## src/design/ipf_pkg.sv

```systemverilog
// shared types and constants for the integer prime factorizer
`timescale 1ns / 1ps

package ipf_pkg;

  localparam int ValueWidthDef = 32;
  localparam int QueueDepth    = 2;
  localparam int FirstDivisor  = 2;

  // head of the front queue as seen by the back end
  typedef struct packed {
    logic avail;
    logic is_empty;
  } ipf_head_t;

  typedef enum logic [1:0] {
    BackIdle,
    BackDivStart,
    BackDivWait
  } back_state_e;

endpackage

```

## src/design/ipf_front.sv

```systemverilog
// front end: accepts words, flags inputs without factors, queues them for the back end
`timescale 1ns / 1ps

module ipf_front
  import ipf_pkg::*;
#(
  parameter int VALUE_WIDTH = ValueWidthDef
) (
  input  logic                   clk_i,
  input  logic                   rst_ni,
  input  logic                   start_i,
  input  logic [VALUE_WIDTH-1:0] value_i,
  output logic                   busy_o,
  input  logic                   pop_i,
  output ipf_head_t              head_o,
  output logic [VALUE_WIDTH-1:0] head_value_o
);

  localparam int PtrW = (QueueDepth > 1) ? $clog2(QueueDepth) : 1;
  localparam int CntW = $clog2(QueueDepth + 1);

  logic [VALUE_WIDTH-1:0] val_q [QueueDepth];
  logic                   emp_q [QueueDepth];
  logic [PtrW-1:0]        wr_ptr_q, wr_ptr_d;
  logic [PtrW-1:0]        rd_ptr_q, rd_ptr_d;
  logic [CntW-1:0]        cnt_q, cnt_d;
  logic                   push;
  logic                   pop;
  logic                   is_empty;

  // zero and one have no prime factors
  assign is_empty = (value_i < VALUE_WIDTH'(FirstDivisor));

  assign busy_o = (cnt_q == CntW'(QueueDepth));
  assign push   = start_i && !busy_o;
  assign pop    = pop_i && (cnt_q != '0);

  always_comb begin
    wr_ptr_d = wr_ptr_q;
    rd_ptr_d = rd_ptr_q;
    cnt_d    = cnt_q;
    if (push) begin
      wr_ptr_d = (wr_ptr_q == PtrW'(QueueDepth - 1)) ? '0 : wr_ptr_q + PtrW'(1);
    end
    if (pop) begin
      rd_ptr_d = (rd_ptr_q == PtrW'(QueueDepth - 1)) ? '0 : rd_ptr_q + PtrW'(1);
    end
    priority if (push && !pop) begin
      cnt_d = cnt_q + CntW'(1);
    end else if (pop && !push) begin
      cnt_d = cnt_q - CntW'(1);
    end
  end

  always_ff @(posedge clk_i or negedge rst_ni) begin
    if (!rst_ni) begin
      wr_ptr_q <= '0;
      rd_ptr_q <= '0;
      cnt_q    <= '0;
    end else begin
      wr_ptr_q <= wr_ptr_d;
      rd_ptr_q <= rd_ptr_d;
      cnt_q    <= cnt_d;
    end
  end

  always_ff @(posedge clk_i) begin
    if (push) begin
      val_q[wr_ptr_q] <= value_i;
      emp_q[wr_ptr_q] <= is_empty;
    end
  end

  assign head_o.avail    = (cnt_q != '0);
  assign head_o.is_empty = emp_q[rd_ptr_q];
  assign head_value_o    = val_q[rd_ptr_q];

endmodule

```

## src/design/ipf_div.sv

```systemverilog
// radix-2 restoring divider, one quotient bit per cycle
`timescale 1ns / 1ps

module ipf_div
  import ipf_pkg::*;
#(
  parameter int VALUE_WIDTH = ValueWidthDef,
  parameter int DIV_WIDTH   = (ValueWidthDef + 1) / 2 + 1
) (
  input  logic                   clk_i,
  input  logic                   rst_ni,
  input  logic                   start_i,
  input  logic [VALUE_WIDTH-1:0] dividend_i,
  input  logic [DIV_WIDTH-1:0]   divisor_i,
  output logic                   done_o,
  output logic [VALUE_WIDTH-1:0] quot_o,
  output logic [DIV_WIDTH-1:0]   rem_o
);

  localparam int CntW = $clog2(VALUE_WIDTH + 1);

  logic [VALUE_WIDTH-1:0] quot_q;
  logic [DIV_WIDTH-1:0]   prem_q;
  logic [DIV_WIDTH-1:0]   dsr_q;
  logic [CntW-1:0]        cnt_q;
  logic                   run_q;
  logic                   done_q;
  logic [DIV_WIDTH:0]     shifted;
  logic [DIV_WIDTH:0]     diff;
  logic                   ge;

  // partial remainder shifted left by one, next dividend bit enters
  assign shifted = {prem_q, quot_q[VALUE_WIDTH-1]};
  assign ge      = (shifted >= {1'b0, dsr_q});
  assign diff    = shifted - {1'b0, dsr_q};

  always_ff @(posedge clk_i or negedge rst_ni) begin
    if (!rst_ni) begin
      cnt_q  <= '0;
      run_q  <= 1'b0;
      done_q <= 1'b0;
    end else begin
      done_q <= 1'b0;
      if (start_i) begin
        cnt_q <= CntW'(VALUE_WIDTH);
        run_q <= 1'b1;
      end else if (run_q) begin
        cnt_q <= cnt_q - CntW'(1);
        if (cnt_q == CntW'(1)) begin
          run_q  <= 1'b0;
          done_q <= 1'b1;
        end
      end
    end
  end

  always_ff @(posedge clk_i) begin
    if (start_i) begin
      quot_q <= dividend_i;
      prem_q <= '0;
      dsr_q  <= divisor_i;
    end else if (run_q) begin
      quot_q <= {quot_q[VALUE_WIDTH-2:0], ge};
      prem_q <= ge ? diff[DIV_WIDTH-1:0] : shifted[DIV_WIDTH-1:0];
    end
  end

  assign done_o = done_q;
  assign quot_o = quot_q;
  assign rem_o  = prem_q;

endmodule

```

## src/design/ipf_back.sv

```systemverilog
// back end: trial division sequencer and result register
`timescale 1ns / 1ps

module ipf_back
  import ipf_pkg::*;
#(
  parameter int VALUE_WIDTH = ValueWidthDef,
  parameter int DIV_WIDTH   = (ValueWidthDef + 1) / 2 + 1
) (
  input  logic                   clk_i,
  input  logic                   rst_ni,
  input  ipf_head_t              head_i,
  input  logic [VALUE_WIDTH-1:0] head_value_i,
  output logic                   pop_o,
  output logic                   div_start_o,
  output logic [VALUE_WIDTH-1:0] div_dividend_o,
  output logic [DIV_WIDTH-1:0]   div_divisor_o,
  input  logic                   div_done_i,
  input  logic [VALUE_WIDTH-1:0] div_quot_i,
  input  logic [DIV_WIDTH-1:0]   div_rem_i,
  output logic                   valid_o,
  output logic [VALUE_WIDTH-1:0] prime_factor_o,
  output logic                   last_o,
  output logic                   empty_res_o
);

  back_state_e            state_q, state_d;
  logic [VALUE_WIDTH-1:0] rem_q, rem_d;
  logic [DIV_WIDTH-1:0]   dv_q, dv_d;
  logic                   fresh_q, fresh_d;
  logic                   emit;
  logic [VALUE_WIDTH-1:0] emit_factor;
  logic                   emit_last;
  logic                   emit_empty;
  logic [VALUE_WIDTH-1:0] dv_ext;
  logic                   valid_q;
  logic [VALUE_WIDTH-1:0] factor_q;
  logic                   last_q;
  logic                   empty_q;

  assign dv_ext = {{(VALUE_WIDTH - DIV_WIDTH){1'b0}}, dv_q};

  always_comb begin
    state_d     = state_q;
    rem_d       = rem_q;
    dv_d        = dv_q;
    fresh_d     = fresh_q;
    pop_o       = 1'b0;
    div_start_o = 1'b0;
    emit        = 1'b0;
    emit_factor = '0;
    emit_last   = 1'b0;
    emit_empty  = 1'b0;
    unique case (state_q)
      BackIdle: begin
        if (head_i.avail) begin
          pop_o = 1'b1;
          if (head_i.is_empty) begin
            emit       = 1'b1;
            emit_last  = 1'b1;
            emit_empty = 1'b1;
          end else begin
            rem_d   = head_value_i;
            dv_d    = DIV_WIDTH'(FirstDivisor);
            fresh_d = 1'b1;
            state_d = BackDivStart;
          end
        end
      end
      BackDivStart: begin
        div_start_o = 1'b1;
        state_d     = BackDivWait;
      end
      BackDivWait: begin
        if (div_done_i) begin
          priority if (fresh_q && (dv_ext > div_quot_i)) begin
            // divisor squared exceeds what is left: the rest is prime
            emit        = 1'b1;
            emit_factor = rem_q;
            emit_last   = 1'b1;
            state_d     = BackIdle;
          end else if (div_rem_i == '0) begin
            emit        = 1'b1;
            emit_factor = dv_ext;
            emit_last   = (div_quot_i == VALUE_WIDTH'(1));
            rem_d       = div_quot_i;
            fresh_d     = 1'b0;
            state_d     = (div_quot_i == VALUE_WIDTH'(1)) ? BackIdle : BackDivStart;
          end else begin
            dv_d    = dv_q + DIV_WIDTH'(1);
            fresh_d = 1'b1;
            state_d = BackDivStart;
          end
        end
      end
      default: begin
        state_d = BackIdle;
      end
    endcase
  end

  always_ff @(posedge clk_i or negedge rst_ni) begin
    if (!rst_ni) begin
      state_q <= BackIdle;
      valid_q <= 1'b0;
      dv_q    <= DIV_WIDTH'(FirstDivisor);
      rem_q   <= '0;
      fresh_q <= 1'b0;
    end else begin
      state_q <= state_d;
      valid_q <= emit;
      dv_q    <= dv_d;
      rem_q   <= rem_d;
      fresh_q <= fresh_d;
    end
  end

  always_ff @(posedge clk_i) begin
    if (emit) begin
      factor_q <= emit_factor;
      last_q   <= emit_last;
      empty_q  <= emit_empty;
    end
  end

  assign div_dividend_o = rem_q;
  assign div_divisor_o  = dv_q;
  assign valid_o        = valid_q;
  assign prime_factor_o = factor_q;
  assign last_o         = last_q;
  assign empty_res_o    = empty_q;

endmodule

```

## src/design/integer_prime_factorizer_unit.sv

```systemverilog
// top level of the trial division prime factorizer
// an input of zero or one gives its single word, flagged empty and last, once the back end pops it
// each trial takes one pass of the serial divider, and each found factor one more pass too
// a 32-bit prime near 2^32 needs about 65536 trials
// busy rises once two words wait in the front queue; the receiver cannot stall results
// reset: rst_ni is asynchronous, active low, and empties the queue and idles the back end
`timescale 1ns / 1ps

module integer_prime_factorizer_unit
  import ipf_pkg::*;
#(
  parameter int VALUE_WIDTH = ValueWidthDef
) (
  input  logic                   clk_i,
  input  logic                   rst_ni,
  input  logic                   start,
  input  logic [VALUE_WIDTH-1:0] value_i,
  output logic                   busy,
  output logic                   valid_o,
  output logic [VALUE_WIDTH-1:0] prime_factor_o,
  output logic                   last_o,
  output logic                   empty_res_o
);

  // divisor width: enough for sqrt of the largest value plus the final increment
  localparam int DivWidth = (VALUE_WIDTH + 1) / 2 + 1;

  ipf_head_t              head;
  logic [VALUE_WIDTH-1:0] head_value;
  logic                   pop;
  logic                   div_start;
  logic [VALUE_WIDTH-1:0] div_dividend;
  logic [DivWidth-1:0]    div_divisor;
  logic                   div_done;
  logic [VALUE_WIDTH-1:0] div_quot;
  logic [DivWidth-1:0]    div_rem;

  // front end: takes a word whenever the queue has room
  ipf_front #(
    .VALUE_WIDTH(VALUE_WIDTH)
  ) u_front (
    .clk_i       (clk_i),
    .rst_ni      (rst_ni),
    .start_i     (start),
    .value_i     (value_i),
    .busy_o      (busy),
    .pop_i       (pop),
    .head_o      (head),
    .head_value_o(head_value)
  );

  // back end: walks trial divisors upward from two
  ipf_back #(
    .VALUE_WIDTH(VALUE_WIDTH),
    .DIV_WIDTH  (DivWidth)
  ) u_back (
    .clk_i         (clk_i),
    .rst_ni        (rst_ni),
    .head_i        (head),
    .head_value_i  (head_value),
    .pop_o         (pop),
    .div_start_o   (div_start),
    .div_dividend_o(div_dividend),
    .div_divisor_o (div_divisor),
    .div_done_i    (div_done),
    .div_quot_i    (div_quot),
    .div_rem_i     (div_rem),
    .valid_o       (valid_o),
    .prime_factor_o(prime_factor_o),
    .last_o        (last_o),
    .empty_res_o   (empty_res_o)
  );

  // one division gives both the remainder test and the square bound (quotient)
  ipf_div #(
    .VALUE_WIDTH(VALUE_WIDTH),
    .DIV_WIDTH  (DivWidth)
  ) u_div (
    .clk_i     (clk_i),
    .rst_ni    (rst_ni),
    .start_i   (div_start),
    .dividend_i(div_dividend),
    .divisor_i (div_divisor),
    .done_o    (div_done),
    .quot_o    (div_quot),
    .rem_o     (div_rem)
  );

endmodule

```

## config.mk

```make
export PLATFORM = sky130hd
export DESIGN_NAME = integer_prime_factorizer_unit
export DESIGN_NICKNAME = d
export VERILOG_FILES = /design/src/design/ipf_pkg.sv /design/src/design/ipf_front.sv /design/src/design/ipf_div.sv /design/src/design/ipf_back.sv /design/src/design/integer_prime_factorizer_unit.sv
export SDC_FILE = /design/constraint.sdc
export NUM_CORES = 1
export LEC_CHECK = 0
export BUFFER_PORTS_ARGS = -buffer_cell sky130_fd_sc_hd__buf_4
export CAP_MARGIN = 40
export CELL_PAD_IN_SITES_DETAIL_PLACEMENT = 1
export CELL_PAD_IN_SITES_GLOBAL_PLACEMENT = 1
export CORE_ASPECT_RATIO = 1.75
export CORE_MARGIN = 8
export CORE_UTILIZATION = 44
export CTS_BUF_LIST = sky130_fd_sc_hd__clkbuf_4
export CTS_CLUSTER_DIAMETER = 150
export DETAILED_ROUTE_END_ITERATION = 8
export GPL_ROUTABILITY_DRIVEN = 0
export PLACE_DENSITY = 0.81
export SLEW_MARGIN = 0
export SYNTH_ARGS = -nofsm -noshare
export SYNTH_HDL_FRONTEND = slang
export SYNTH_SLANG_ARGS = --single-unit
```

## constraint.sdc

```tcl
create_clock -name clk_i -period 9.28 [get_ports clk_i]
set_clock_uncertainty 0.2 [all_clocks]
set_input_delay 0.464 -clock clk_i [delete_from_list [all_inputs] [get_ports clk_i]]
set_output_delay 0.464 -clock clk_i [all_outputs]
set_load 0.1 [all_outputs]
```

==> results.md <==
- GR Util All Layers: 0.2037
- Max-slew violations: 0
- Class of the worst hold path: in2async
- PortBufs: 70
- Share of the synthesized area in the top cell type: 0.4101
- Synthesized flop and latch total: around 230
- Fmax: 252.9 MHz
- ANT nets after route: 0
- Final instance area: approximately 0.013 sq mm
- Die H: 224.3 um
- Area growth syn-to-layout: 17.96%
- Crit-path max FO: 25
- Post-Place Setup Slack: 5.377 ns
- Largest net degree at the start of global routing: just over 70
- First-pass GRT wire length: roughly 49 mm
- Core Area: ~0.025 sq mm
- Initial antenna violation count: 1
- Mean Syn Cell Area: roughly 11 sq um
- Cells after synthesis: 1021
- Layout cell share with drive strength beyond 1: 0.1581
- Synth async-reset ratio: 0.2814
- Chip Width: 135.0 um
- Worst skew pair latency: ~0.75 ns
- Total number of vias: 8354
- Initial Util: 0.4447
- Die area: 0.03029 sq mm
- Overflow after GRT: 0
- Commonest non-fill, non-tap cells in the layout: nand2_1 (162), edfxtp_1 (149), o21ai_0 (91)
- Max Cap Viol: 0
- Max Buffers Root-to-Sink: 3
- CTS tree: built
- Clk sink count: 231
- Num ports: around 70
- Pre-antenna DRT Iters: 4
- Data required, critical path: 9.47 ns
- Vias in the first global route: roughly 9.4k
- Count of cell types in the netlist: just over 60
- Vias per cell: approximately 5.5
- Peak VDD IR: approximately 0.00015 V
- Fin crit period: 3.954 ns
- Mapped Nets: 1095
- Clk root buf: clkbuf_4
- Htree depth: 2
- Hold slack: approximately 0.048 ns
- Unrepaired setup endpoints after global routing: false
- TNS Setup: 0 ns
- Number of synthesis warnings: 0
- Dominant cell type by area after synthesis: edfxtp_1
- Clock slew at reported path FFs: 0.07 ns
- Post-DP HPWL: about 21 mm
- Fin crit share: 0.4261
- CP Capture Type: flip-flop
- Num CTS Buffers: 56
- Mapped cell area: roughly 0.011 sq mm
- Finished Core Util: 0.5245
- Cell Rows: 76
- Nets@finish: around 1.2k
- EDFF count, synth: 149
- Synth area leaders: edfxtp_1 (41%), dfrtp_1 (15%), nand2_1 (5.6%)
- PD cells: about 350 mW/mm^2
- Slew HR: 0.4470
- Drt initial violations: between 400 and 500
- WL/cell: 19.66 um
- Slew @ Worst Pin: just over 0.8 ns
- DRT Wirelength: ~30 mm
- Most common cell after layout, fill and taps aside: nand2_1
- Fin. Hold Viols: 0
- Crit start category: flip-flop
- Sequential share of the synthesized area: 0.5905
- Outcome: completed
- Kind of critical path: reg2reg
- Setup violators final: 0
- Ys flop type: edfxtp_1
- Fin worst setup slack: 5.326 ns
- Leak pwr: ~5.4 nW
- Worst Path Arrival: a little over 4 ns
- Remaining DRCs: 0
- Dpl cell area: approximately 0.012 sq mm
[logic make-up after synthesis]
group | after synthesis | synth area share
flops | 231 | 0.5906
compound gates | 226 | 0.1210
simple gates | 370 | 0.1558
xor+xnor | 19 | 0.01525
buf+inv | 97 | 0.03578
fa+ha+maj | 39 | 0.04542
mux | 39 | 0.03624
[routing by layer]
metal / share of wire / up-vias / global-route usage / routed length (um)
li1: - / 3969 / - / -
met1: 0.37 / 4119 / 0.2096 / 10990
met2: 0.55 / 173 / 0.3764 / 16370
met3: 0.032 / 93 / 0.03686 / 940
met4: 0.050 / 0 / 0.1156 / 1483
met5: 0 / - / 0 / 0
[worst max-delay path, cell delays in order (launching register included)]
cell and delay (ns):
edfxtp_1 0.44, or4_1 0.53, nor4_1 0.31, nand3_1 0.23, a311oi_2 0.41, o31a_1 0.63, nor2_1 0.20, o21bai_4 0.43
buf_16 0.24
[final timing paths]
path	slack, ns	cells past startpoint	from	end
worst min register to register	0.31	1	u_front.cnt_q[1]	u_front.cnt_q[1]
worst min-delay path	0.05	3	rst_ni	u_back.div_dividend_o[11]
max in group asynchronous	7.68	3	rst_ni	u_back.div_dividend_o[9]
worst max-delay path	5.33	8	u_div.quot_o[25]	u_back.prime_factor_o[0]
min in group clk_i	0.27	2	value_i[0]	u_front.val_q[0][0]
worst max register to register	5.33	8	u_div.quot_o[25]	u_back.prime_factor_o[0]
[what timing repair did]
item,4_1_cts,5_1_grt
endpoints found under the hold margin,132,0
resized for setup,0,0
setup buffers,0,0
hold buffers,35,0
[per-stage QoR]
stage / power [mW] / cells
CTS: 4.579 / 1514
global route: 4.849 / 1515
detailed placement: 3.731 / 1373
finish: 4.537 / 1515
global placement: 3.630 / 1370
floorplan: 3.153 / 1021
[registers in the layout, summed over array words and instances, names as in the netlist]
signal and flops:
u_front.rd_ptr_q 1, u_div.dsr_q 17, u_back.div_divisor_o 17, u_back.valid_o 1, u_back.state_q 2, u_div.cnt_q 6, u_front.emp_q 2, u_back.div_dividend_o 32
u_front.cnt_q 2, u_back.empty_res_o 1, u_div.run_q 1, u_back.prime_factor_o 32, u_div.rem_o 17, u_front.wr_ptr_q 1, u_back.last_o 1, u_back.fresh_q 1
u_div.done_o 1, u_div.quot_o 32, u_front.val_q 64
[report_power, final]
part	switching, mW	internal [mW]	leakage, nW
Clock	0.440	0.380	0.403
Combinational	1.32	0.640	2.60
Sequential	0.246	1.51	2.41
Total	2.01	2.53	5.40
[synth_stat cells, drive strengths merged, types with 2 or more instances]
cell    instances
o221ai          2
nor2           82
nor3b           2
and3           30
o31ai           4
or2             2
nor4b           2
o21bai          3
and2            3
nor3           14
dfxtp          17
ha             38
a211oi          4
nand4          13
xnor2          12
a21o            9
edfxtp        149
nand3          22
clkbuf         27
o21a            6
o41ai           2
buf            20
nand2b          7
o31a            2
inv            50
o21ai          97
xor2            7
or3             2
mux2i          35
or4             2
nand2         162
a31oi          18
dfrtp          64
nor2b           5
a21oi          69
nor4           20
mux2            4
[area by class of cell]
type / instances / area, sq um
multi-input cells: 693 / 4098
clock buffers: 74 / 555.5
fillers: 2737 / 11660
diodes: 1 / 2.502
flip-flops and latches: 231 / 6444
inverters: 50 / 187.7
clock inverters: 32 / 143.9
well taps: 312 / 390.4
repair buffers: 122 / 1047
(Power assumes the default switching activity.)
